$ cat config.mk
export PLATFORM = sky130hd
export DESIGN_NAME = multi_timer_table
export DESIGN_NICKNAME = d
export VERILOG_FILES = /design/src/design/mtt_pkg.sv /design/src/design/mtt_div.sv /design/src/design/mtt_dp.sv /design/src/design/mtt_ctrl.sv /design/src/design/multi_timer_table.sv
export SDC_FILE = /design/constraint.sdc
export NUM_CORES = 2
export LEC_CHECK = 0
export BUFFER_PORTS_ARGS = -buffer_cell sky130_fd_sc_hd__buf_2
export CAP_MARGIN = 25
export CELL_PAD_IN_SITES_DETAIL_PLACEMENT = 0
export CELL_PAD_IN_SITES_GLOBAL_PLACEMENT = 1
export CORE_MARGIN = 2
export CORE_UTILIZATION = 30
export DETAILED_ROUTE_END_ITERATION = 6
export GPL_ROUTABILITY_DRIVEN = 0
export PLACE_DENSITY = 0.57
export SLEW_MARGIN = 20
export SYNTH_ARGS = -nofsm -noshare
export SYNTH_HDL_FRONTEND = slang
export SYNTH_SLANG_ARGS = --single-unit
$ cat constraint.sdc
create_clock -name i_clk -period 6.6 [get_ports i_clk]
set_input_delay 1.32 -clock i_clk [delete_from_list [all_inputs] [get_ports i_clk]]
set_output_delay 1.32 -clock i_clk [all_outputs]
set_load 0.02 [all_outputs]
$ cat src/design/mtt_pkg.sv
// shared types and constants of the multi timer table
// used by the controller, datapath, divider, top level and checker
`timescale 1ns / 1ps
`default_nettype none

package mtt_pkg;

    localparam int ID_W       = 16;
    localparam int IV_W       = 24;
    localparam int FUNC_W     = 2;
    localparam int IN_DATA_W  = 40;
    localparam int OUT_DATA_W = 16;

    typedef enum logic [FUNC_W-1:0] {
        FN_TICK = 2'd0,
        FN_SET  = 2'd1,
        FN_KILL = 2'd2
    } t_func;

    typedef enum logic [2:0] {
        ST_IDLE,
        ST_SET_SCAN,
        ST_SET_WRITE,
        ST_KILL_SCAN,
        ST_TICK_SCAN,
        ST_TICK_FLUSH
    } t_state;

    typedef struct packed {
        logic  load;
        logic  div_start;
        logic  scan;
        t_func op;
        logic  set_write;
        logic  flush;
    } t_cmd;

    typedef struct packed {
        logic scan_done;
        logic div_done;
        logic hit;
        logic fire_stop;
        logic pend_vld;
        logic out_free;
        logic engine;
    } t_sts;

endpackage

`default_nettype wire

$ cat src/design/mtt_div.sv
// divider by the base tick using a reciprocal multiply; dividend and then quotient are registered
// depends on mtt_pkg
`timescale 1ns / 1ps
`default_nettype none

module mtt_div #(
    parameter int BASE_TICK_MS = 10
) (
    input  wire logic                      i_clk,
    input  wire logic                      i_rst_n,
    input  wire logic                      i_start,
    input  wire logic [mtt_pkg::IV_W-1:0]  i_dividend,
    output logic      [mtt_pkg::IV_W-1:0]  o_quot,
    output logic                           o_done
);

    // floor(x / d) == (x * ceil(2^s / d)) >> s for s = width + ceil(log2 d)
    localparam int          SHIFT   = mtt_pkg::IV_W + $clog2(BASE_TICK_MS);
    localparam int          MUL_W   = mtt_pkg::IV_W + 1;
    localparam int          PROD_W  = mtt_pkg::IV_W + MUL_W;
    localparam logic [63:0] SCALE   = 64'd1 << SHIFT;
    localparam logic [63:0] RECIP64 = (SCALE + 64'(BASE_TICK_MS) - 64'd1) / 64'(BASE_TICK_MS);
    localparam logic [MUL_W-1:0] RECIP = RECIP64[MUL_W-1:0];

    logic                     r_busy;
    logic [mtt_pkg::IV_W-1:0] r_x;
    logic [mtt_pkg::IV_W-1:0] r_q;

    logic [PROD_W-1:0]        prod;
    logic [PROD_W-1:0]        prod_sh;

    always_comb begin
        prod    = {{MUL_W{1'b0}}, r_x} * {{mtt_pkg::IV_W{1'b0}}, RECIP};
        prod_sh = prod >> SHIFT;
    end

    always_ff @(posedge i_clk) begin
        if (!i_rst_n) begin
            r_busy <= 1'b0;
        end else begin
            r_busy <= i_start;
        end
    end

    always_ff @(posedge i_clk) begin
        if (i_start) begin
            r_x <= i_dividend;
        end
        if (r_busy) begin
            r_q <= prod_sh[mtt_pkg::IV_W-1:0];
        end
    end

    assign o_quot = r_q;
    assign o_done = !r_busy;

endmodule

`default_nettype wire

$ cat src/design/mtt_dp.sv
// datapath: timer memory, enable flags, scan pipeline, fire and output registers
// depends on mtt_pkg and mtt_div
`timescale 1ns / 1ps
`default_nettype none

module mtt_dp #(
    parameter int TABLE_DEPTH  = 16,
    parameter int BASE_TICK_MS = 10
) (
    input  wire logic                      i_clk,
    input  wire logic                      i_rst_n,
    input  wire mtt_pkg::t_cmd             i_cmd,
    output mtt_pkg::t_sts                  o_sts,
    input  wire logic [mtt_pkg::ID_W-1:0]  i_id,
    input  wire logic [mtt_pkg::IV_W-1:0]  i_interval,
    input  wire logic                      i_cfg_we,
    input  wire logic                      i_cfg_wdata,
    input  wire logic                      i_out_ready,
    output logic                           o_out_valid,
    output logic      [mtt_pkg::ID_W-1:0]  o_out_id,
    output logic                           o_out_last
);

    localparam int IW    = (TABLE_DEPTH > 1) ? $clog2(TABLE_DEPTH) : 1;
    localparam int CNT_W = $clog2(TABLE_DEPTH + 1);
    localparam int QMAX  = ((1 << mtt_pkg::IV_W) - 1) / BASE_TICK_MS;
    localparam int PW    = $clog2(QMAX + 1);
    localparam int CW    = PW + 1;
    localparam int MW    = mtt_pkg::ID_W + PW + CW;
    localparam logic [CNT_W-1:0] DEPTH_CNT = CNT_W'(TABLE_DEPTH);

    // entry word: id, period, count
    logic [MW-1:0]            r_mem [TABLE_DEPTH];
    logic [MW-1:0]            r_rdata;
    logic [TABLE_DEPTH-1:0]   r_en;
    logic [TABLE_DEPTH-1:0]   r_wrt;
    logic                     r_engine;
    logic                     r_repeat;

    logic [CNT_W-1:0]         r_rd_cnt;
    logic                     r_ev_vld;
    logic [IW-1:0]            r_ev_idx;
    logic [mtt_pkg::ID_W-1:0] r_id;
    logic                     r_match_found;
    logic [IW-1:0]            r_match_idx;
    logic                     r_free_found;
    logic [IW-1:0]            r_free_idx;

    logic                     r_pend_vld;
    logic [mtt_pkg::ID_W-1:0] r_pend_id;
    logic                     r_out_vld;
    logic [mtt_pkg::ID_W-1:0] r_out_id;
    logic                     r_out_last;

    logic [mtt_pkg::IV_W-1:0] quot;
    logic                     div_done;

    logic [mtt_pkg::ID_W-1:0] rd_id;
    logic [PW-1:0]            rd_per;
    logic [CW-1:0]            rd_cnt_f;
    logic [CW-1:0]            nxt_cnt;
    logic [mtt_pkg::ID_W-1:0] id_eff;
    logic                     ent_en;
    logic                     ev;
    logic                     id_hit;
    logic                     fire;
    logic                     out_free;
    logic                     stall;
    logic                     adv;
    logic                     ev_done;
    logic                     rd_en;
    logic [IW-1:0]            rd_addr;
    logic                     is_set;
    logic                     is_kill;
    logic                     is_tick;
    logic                     tick_wr;
    logic                     set_do;
    logic [IW-1:0]            tgt;
    logic                     mem_we;
    logic [IW-1:0]            mem_waddr;
    logic [MW-1:0]            mem_wdata;
    logic                     fire_done;
    logic                     push_out;
    logic                     flush_out;

    mtt_div #(
        .BASE_TICK_MS (BASE_TICK_MS)
    ) u_div (
        .i_clk      (i_clk),
        .i_rst_n    (i_rst_n),
        .i_start    (i_cmd.div_start),
        .i_dividend (i_interval),
        .o_quot     (quot),
        .o_done     (div_done)
    );

    always_comb begin
        rd_id     = r_rdata[MW-1 -: mtt_pkg::ID_W];
        rd_per    = r_rdata[CW +: PW];
        rd_cnt_f  = r_rdata[CW-1:0];
        is_set    = (i_cmd.op == mtt_pkg::FN_SET);
        is_kill   = (i_cmd.op == mtt_pkg::FN_KILL);
        is_tick   = (i_cmd.op == mtt_pkg::FN_TICK);
        // never written entries read as id zero
        id_eff    = r_wrt[r_ev_idx] ? rd_id : '0;
        ent_en    = r_en[r_ev_idx];
        ev        = i_cmd.scan && r_ev_vld;
        id_hit    = ev && (id_eff == r_id);
        fire      = ev && is_tick && ent_en && ({1'b0, rd_per} < rd_cnt_f);
        out_free  = !r_out_vld || i_out_ready;
        // a second fire needs the output register to take the held one
        stall     = fire && r_pend_vld && !out_free;
        adv       = i_cmd.scan && !stall;
        ev_done   = ev && !stall;
        rd_en     = adv && (r_rd_cnt != DEPTH_CNT);
        rd_addr   = r_rd_cnt[IW-1:0];
        nxt_cnt   = fire ? {CW{1'b0}} : rd_cnt_f + CW'(1);
        tick_wr   = ev_done && is_tick && ent_en;
        set_do    = i_cmd.set_write && (r_match_found || r_free_found);
        tgt       = r_match_found ? r_match_idx : r_free_idx;
        mem_we    = tick_wr || set_do;
        mem_waddr = set_do ? tgt : r_ev_idx;
        mem_wdata = set_do ? {r_id, quot[PW-1:0], {CW{1'b0}}} : {rd_id, rd_per, nxt_cnt};
        fire_done = fire && ev_done;
        push_out  = fire_done && r_pend_vld;
        flush_out = i_cmd.flush && out_free && r_pend_vld;
    end

    always_ff @(posedge i_clk) begin
        if (mem_we) begin
            r_mem[mem_waddr] <= mem_wdata;
        end
    end

    always_ff @(posedge i_clk) begin
        if (rd_en) begin
            r_rdata <= r_mem[rd_addr];
        end
    end

    always_ff @(posedge i_clk) begin
        if (!i_rst_n) begin
            r_rd_cnt      <= '0;
            r_ev_vld      <= 1'b0;
            r_match_found <= 1'b0;
            r_free_found  <= 1'b0;
        end else if (i_cmd.load) begin
            r_rd_cnt      <= '0;
            r_ev_vld      <= 1'b0;
            r_match_found <= 1'b0;
            r_free_found  <= 1'b0;
        end else if (adv) begin
            r_ev_vld <= rd_en;
            if (rd_en) begin
                r_rd_cnt <= r_rd_cnt + CNT_W'(1);
            end
            if (ev_done && is_set) begin
                if (id_hit && !r_match_found) begin
                    r_match_found <= 1'b1;
                end
                if (!ent_en && !r_free_found) begin
                    r_free_found <= 1'b1;
                end
            end
        end
    end

    always_ff @(posedge i_clk) begin
        if (i_cmd.load) begin
            r_id <= i_id;
        end
        if (rd_en) begin
            r_ev_idx <= rd_addr;
        end
        if (ev_done && is_set && id_hit && !r_match_found) begin
            r_match_idx <= r_ev_idx;
        end
        if (ev_done && is_set && !ent_en && !r_free_found) begin
            r_free_idx <= r_ev_idx;
        end
    end

    always_ff @(posedge i_clk) begin
        if (!i_rst_n) begin
            r_en     <= '0;
            r_wrt    <= '0;
            r_engine <= 1'b0;
            r_repeat <= 1'b1;
        end else begin
            if (i_cfg_we) begin
                r_repeat <= i_cfg_wdata;
            end
            if (set_do) begin
                r_en[tgt]  <= 1'b1;
                r_wrt[tgt] <= 1'b1;
                r_engine   <= 1'b1;
            end
            if (id_hit && is_kill) begin
                r_en[r_ev_idx] <= 1'b0;
            end
            if (fire_done && !r_repeat) begin
                r_engine <= 1'b0;
            end
        end
    end

    always_ff @(posedge i_clk) begin
        if (!i_rst_n) begin
            r_pend_vld <= 1'b0;
            r_out_vld  <= 1'b0;
        end else begin
            if (fire_done) begin
                r_pend_vld <= 1'b1;
            end else if (flush_out) begin
                r_pend_vld <= 1'b0;
            end
            if (push_out || flush_out) begin
                r_out_vld <= 1'b1;
            end else if (i_out_ready) begin
                r_out_vld <= 1'b0;
            end
        end
    end

    always_ff @(posedge i_clk) begin
        if (fire_done) begin
            r_pend_id <= rd_id;
        end
        if (push_out || flush_out) begin
            r_out_id   <= r_pend_id;
            r_out_last <= flush_out;
        end
    end

    always_comb begin
        o_sts.scan_done = (r_rd_cnt == DEPTH_CNT) && !r_ev_vld;
        o_sts.div_done  = div_done;
        o_sts.hit       = id_hit && is_kill;
        o_sts.fire_stop = fire_done && !r_repeat;
        o_sts.pend_vld  = r_pend_vld;
        o_sts.out_free  = out_free;
        o_sts.engine    = r_engine;
    end

    assign o_out_valid = r_out_vld;
    assign o_out_id    = r_out_id;
    assign o_out_last  = r_out_last;

endmodule

`default_nettype wire

$ cat src/design/mtt_ctrl.sv
// controller state machine: sequences set, kill and tick transactions
// depends on mtt_pkg
`timescale 1ns / 1ps
`default_nettype none

module mtt_ctrl (
    input  wire logic                        i_clk,
    input  wire logic                        i_rst_n,
    input  wire logic                        i_in_valid,
    input  wire logic [mtt_pkg::FUNC_W-1:0]  i_func,
    output logic                             o_in_ready,
    input  wire mtt_pkg::t_sts               i_sts,
    output mtt_pkg::t_cmd                    o_cmd
);

    mtt_pkg::t_state r_state;
    mtt_pkg::t_state n_state;

    always_ff @(posedge i_clk) begin
        if (!i_rst_n) begin
            r_state <= mtt_pkg::ST_IDLE;
        end else begin
            r_state <= n_state;
        end
    end

    always_comb begin
        n_state    = r_state;
        o_cmd      = '0;
        o_cmd.op   = mtt_pkg::FN_TICK;
        o_in_ready = 1'b0;
        case (r_state)
            mtt_pkg::ST_IDLE: begin
                o_in_ready = 1'b1;
                if (i_in_valid) begin
                    o_cmd.load = 1'b1;
                    case (mtt_pkg::t_func'(i_func))
                        mtt_pkg::FN_TICK: begin
                            if (i_sts.engine) begin
                                n_state = mtt_pkg::ST_TICK_SCAN;
                            end
                        end
                        mtt_pkg::FN_SET: begin
                            o_cmd.div_start = 1'b1;
                            n_state         = mtt_pkg::ST_SET_SCAN;
                        end
                        mtt_pkg::FN_KILL: begin
                            n_state = mtt_pkg::ST_KILL_SCAN;
                        end
                        default: begin
                            n_state = mtt_pkg::ST_IDLE;
                        end
                    endcase
                end
            end
            mtt_pkg::ST_SET_SCAN: begin
                o_cmd.scan = 1'b1;
                o_cmd.op   = mtt_pkg::FN_SET;
                if (i_sts.scan_done && i_sts.div_done) begin
                    n_state = mtt_pkg::ST_SET_WRITE;
                end
            end
            mtt_pkg::ST_SET_WRITE: begin
                o_cmd.op        = mtt_pkg::FN_SET;
                o_cmd.set_write = 1'b1;
                n_state         = mtt_pkg::ST_IDLE;
            end
            mtt_pkg::ST_KILL_SCAN: begin
                o_cmd.scan = 1'b1;
                o_cmd.op   = mtt_pkg::FN_KILL;
                if (i_sts.hit || i_sts.scan_done) begin
                    n_state = mtt_pkg::ST_IDLE;
                end
            end
            mtt_pkg::ST_TICK_SCAN: begin
                o_cmd.scan = 1'b1;
                o_cmd.op   = mtt_pkg::FN_TICK;
                if (i_sts.fire_stop) begin
                    n_state = mtt_pkg::ST_TICK_FLUSH;
                end else if (i_sts.scan_done) begin
                    n_state = i_sts.pend_vld ? mtt_pkg::ST_TICK_FLUSH : mtt_pkg::ST_IDLE;
                end
            end
            mtt_pkg::ST_TICK_FLUSH: begin
                o_cmd.flush = 1'b1;
                if (i_sts.out_free) begin
                    n_state = mtt_pkg::ST_IDLE;
                end
            end
            default: begin
                n_state = mtt_pkg::ST_IDLE;
            end
        endcase
    end

endmodule

`default_nettype wire

$ cat src/design/multi_timer_table.sv
// top level of the multi timer table: controller plus datapath
// depends on mtt_pkg, mtt_ctrl, mtt_dp (and mtt_div below it)
//
// channel   direction  handshake                      payload
// s_axis    in         s_axis_tvalid / s_axis_tready  tuser func, tdata timer_id, interval_ms
// m_axis    out        m_axis_tvalid / m_axis_tready  tdata fired_id, tlast last_fired
// cfg       in         i_cfg_we                       i_cfg_wdata repeat_mode
//
// every transaction is accepted in the idle state, then
// set: a scan of every entry, then a write once the quotient is ready
// kill: a scan, one memory read per entry, ending at the first id hit
// tick: if the engine is on, a scan (ends at a fire without repeat), a flush of a held fire
// a tick holds while a fire meets a full output register
// reset (synchronous) clears all flags but sets repeat mode; entry words need no clearing
`timescale 1ns / 1ps
`default_nettype none

module multi_timer_table #(
    parameter int TABLE_DEPTH  = 16,
    parameter int BASE_TICK_MS = 10
) (
    input  wire logic                             i_clk,
    input  wire logic                             i_rst_n,
    input  wire logic                             s_axis_tvalid,
    output logic                                  s_axis_tready,
    // [15:0] timer_id, [39:16] interval_ms
    input  wire logic [mtt_pkg::IN_DATA_W-1:0]    s_axis_tdata,
    // [1:0] func
    input  wire logic [mtt_pkg::FUNC_W-1:0]       s_axis_tuser,
    output logic                                  m_axis_tvalid,
    input  wire logic                             m_axis_tready,
    // [15:0] fired_id
    output logic      [mtt_pkg::OUT_DATA_W-1:0]   m_axis_tdata,
    output logic                                  m_axis_tlast,
    input  wire logic                             i_cfg_we,
    input  wire logic                             i_cfg_wdata
);

    mtt_pkg::t_cmd cmd;
    mtt_pkg::t_sts sts;

    mtt_ctrl u_ctrl (
        .i_clk      (i_clk),
        .i_rst_n    (i_rst_n),
        .i_in_valid (s_axis_tvalid),
        .i_func     (s_axis_tuser),
        .o_in_ready (s_axis_tready),
        .i_sts      (sts),
        .o_cmd      (cmd)
    );

    mtt_dp #(
        .TABLE_DEPTH  (TABLE_DEPTH),
        .BASE_TICK_MS (BASE_TICK_MS)
    ) u_dp (
        .i_clk       (i_clk),
        .i_rst_n     (i_rst_n),
        .i_cmd       (cmd),
        .o_sts       (sts),
        .i_id        (s_axis_tdata[mtt_pkg::ID_W-1:0]),
        .i_interval  (s_axis_tdata[mtt_pkg::ID_W +: mtt_pkg::IV_W]),
        .i_cfg_we    (i_cfg_we),
        .i_cfg_wdata (i_cfg_wdata),
        .i_out_ready (m_axis_tready),
        .o_out_valid (m_axis_tvalid),
        .o_out_id    (m_axis_tdata),
        .o_out_last  (m_axis_tlast)
    );

endmodule

`default_nettype wire

==> results.ini <==
[status]
status = complete, no violations

[synthesis]
synth_compound_area_share_pct = 2.98
netlist_top_cells_area = edfxtp_1 61%, mux4_2 12%, fa_1 7.6%
synthArstFlopShare_pct = 0
synth-seq-cells = 1157
syn-cell-area_mm2 = 0.0549
synth_xor_area_share_pct = 1.13
yosys.area.top_type = edfxtp_1
synth_top_family_by_area = adder cells
postSynth.topFlopCell = edfxtp_1
ys_warn_count = 0
netlist_instances = 3074
synth_top_cell_area_share_pct = 60.7
synth_cell_type_count = 74
yosysSeqAreaShare_pct = 62.4
synth_edf_count = 1109
avgSynthCellArea_um2 = 17.9
synth_fa_ha_area_share_pct = 14.2
synthSimpleGateAreaFrac_pct = 2.79
synthMuxAreaShare_pct = 13.3
synth_fp_nets = 3621

[flow_run]
maxCapViolCount = 0

[routing]
via_per_inst = 4.79
drt-initial-drc-count = 2048
vias = 27600
post_drt_wl_per_cell_um = 23.3
drc = 0
routed_wl_mm = 135
ant_nets = 0
dr.pass1.iters = 7

[clock_tree]
clkSinkCount = 1157
htree_num_levels = 3
path_clk_slew_ns = 0.06
numCtsBuffers = 119
clk_latency_ns = 0.79
clockRootBuffer = clkbuf_16
cts_tree = yes
hold_buffers = 0
clk_path_buf_depth = 3

[critical_path]
r2r-start = u_dp.u_div.r_x[15]
cpMostUsedCell = fa_1
cp.required_ns = 7.04
critPathSlowestCell = fa_1
rr_endpoint = u_dp.u_div.o_quot[6]
cp.arrival_ns = 6.78
crit_path_max_incr_delay_ns = 0.53
startpoint_type = register
reg2regPathDepth = 20
rrSetupSlack_ns = 0.26
crit_path_end_kind = register
crit_end = u_dp.u_div.o_quot[6]
worstSetupPathType = register to register
cp_max_fo = 5
cp_cell_sequence = ha_1, fa_1, inv_1, fa_1, fa_1, inv_1, fa_1, fa_1, inv_1, fa_1, inv_1, ha_1, and4_1, and3_1, nand4_1, o311a_1, o31ai_2, a21oi_2, o21bai_1, xor2_1
startpoint = u_dp.u_div.r_x[15]

[floorplanning]
core_area_mm2 = 0.182
ios = 67
start_util_pct = 30.1
die_w_um = 432
die-area_mm2 = 0.186
die_h_um = 432
rows = 157

[cells_and_area]
final_net_count = 3839
layout_commonest_cell = edfxtp_1
final_cell_mix = 1109 x edfxtp_1, 354 x inv_1, 302 x mux4_2, 290 x ha_1, 208 x fa_1
final_cell_area_mm2 = 0.0631
area_growth_pct = 15.0
layoutNonFillerInstCount = 5777
drive_gt1_share_pct = 22.0

[power]
p_sw_mw = 10.5
p_clk_share_pct = 23.3
powerDensity_mw_per_mm2 = 460
irDropWorstVdd_mv = 0.662
comb_power_share_pct = 43.9
intPower_mw = 18.5
p_sw_share_pct = 36.3
leakage_nw = 21.9
pwr-share-seq_pct = 32.8

[timing]
finalClockSkew_ns = 0.0961
fin_crit_sh_pct = 96.0
setup_slack_ns = 0.263
timing.hold.ws_ns = 0.420
maxSlewViolCount = 0
rsz0062_at_grt = no
max_freq_mhz = 158
finalHoldViolCount = 0
tightestPinTransition_ns = 1.03
finalSetupTns_ns = 0
slew_headroom_pct = 30.2
setup-violations-final = 0
finalCriticalPeriod_ns = 6.34

[grt]
grt_max_degree = 98
grt_pass1_vias = 29100
grt_pass1_wl_mm = 200
globalRouteOverflowTotal = 0
gr-usage-all-layers_pct = 14.6
antenna_found_initial = 6

[placed_design]
post_dp_cell_area_mm2 = 0.0591
place.port_buffers = 66
dp.cells = 5544
hpwl_mm = 81.3
place_ws_ns = 0.0140

[min_path]
hp-class = register to register
hold-path-cell-count = 0

per-layer routing:
layer | vias to the layer above | global-route usage [%] | part of all wire (%)
met5 | - | 0 | 0
met4 | 0 | 3.22 | 1.8
met3 | 163 | 2.03 | 3.9
met2 | 585 | 23.6 | 48
met1 | 14700 | 20.8 | 46
li1 | 12200 | - | -
critical path, delay by kind of cell, from the launching register on:
family	cells	cell delay [ns]
AO/OA/AOI/OAI	4	1.00
XOR/XNOR	1	0.09
adder cells (fa/ha/maj)	8	3.64
buffers and inverters	4	0.22
flip-flops	1	0.50
AND/OR/NAND/NOR	3	0.62
Yosys cell counts, types with 34 or more instances:
| library cell | instances |
|---|---|
| nor2_1 | 96 |
| edfxtp_1 | 1109 |
| mux4_2 | 302 |
| mux2_2 | 34 |
| fa_1 | 208 |
| a21oi_1 | 37 |
| xnor2_1 | 45 |
| ha_1 | 291 |
| nand2_1 | 53 |
| inv_1 | 354 |
| o21ai_0 | 53 |
| dfxtp_1 | 48 |
| clkbuf_1 | 63 |
through the flow:
step	power (mW)	utilization, %
2_1_floorplan	18.2	-
3_3_place_gp	22.1	32.3
3_5_place_dp	22.0	32.4
5_1_grt	31.1	34.6
4_1_cts	29.0	34.5
6_report	29.0	34.6
layout make-up:
class                      instances  area, um2
antenna                            1       2.50
multi-input combinational       1460      19100
fill                           17300     119000
timing repair buffer             199       1580
inverter                         355       1330
clock inverter                    69        805
sequential                      1157      34300
tap                             2385       2980
clock buffer                     151       3100
flip-flops by register name (all words and copies together) (netlist names):
name,cells
u_dp.r_id,16
u_ctrl.r_state,3
u_dp.r_rdata,59
u_dp.r_free_found,1
u_dp.r_free_idx,4
u_dp.r_en,16
u_dp.u_div.r_x,24
u_dp.r_pend_vld,1
u_dp.r_pend_id,16
u_dp.r_repeat,1
u_dp.r_match_found,1
u_dp.r_ev_idx,4
u_dp.u_div.r_busy,1
u_dp.r_ev_vld,1
u_dp.u_div.o_quot,21
u_dp.r_rd_cnt,5
u_dp.o_out_id,16
u_dp.r_wrt,16
u_dp.o_out_last,1
u_dp.r_match_idx,4
u_dp.r_engine,1
u_dp.o_out_valid,1
u_dp.r_mem,944
power groups by stage:
stage,Clock [mW],Sequential (mW),Combinational (mW)
6_report,6.75,9.53,12.7
5_1_grt,7.19,9.56,14.4
4_1_cts,6.92,9.53,12.5
3_5_place_dp,0,9.68,12.3
3_3_place_gp,0,9.69,12.4
2_1_floorplan,0,9.46,8.75
cell families (layout without fill, tap and decap cells):
| family | Yosys count | count (layout) |
|---|---|---|
| AO/OA/AOI/OAI | 238 | 238 |
| XOR/XNOR | 71 | 71 |
| adder cells (fa/ha/maj) | 499 | 499 |
| buffers and inverters | 457 | 774 |
| flip-flops | 1157 | 1157 |
| multiplexers | 346 | 346 |
| other | 0 | 1 |
| AND/OR/NAND/NOR | 306 | 306 |
worst min path at each step:
| stage | from | to | slack [ns] |
|---|---|---|---|
| 2_1_floorplan | u_dp.r_pend_id[0] | u_dp.o_out_id[0] | 0.40 |
| 3_3_place_gp | u_dp.r_pend_id[1] | u_dp.o_out_id[1] | 0.40 |
| 3_5_place_dp | u_dp.r_pend_id[0] | u_dp.o_out_id[0] | 0.41 |
| 4_1_cts | u_dp.r_pend_id[6] | u_dp.o_out_id[6] | 0.42 |
| 5_1_grt | u_dp.r_pend_id[5] | u_dp.o_out_id[5] | 0.43 |
| 6_report | u_dp.r_pend_id[5] | u_dp.o_out_id[5] | 0.42 |
timing repair:
item                                    4_1_cts  5_1_grt
resized for setup                             2       14
pin swaps                                     0        4
cloned                                        0        0
endpoints found under the setup margin        5       13
endpoints found under the hold margin         0        0
setup buffers                                 0        9
Note: power is estimated with default switching activity, not from simulation.
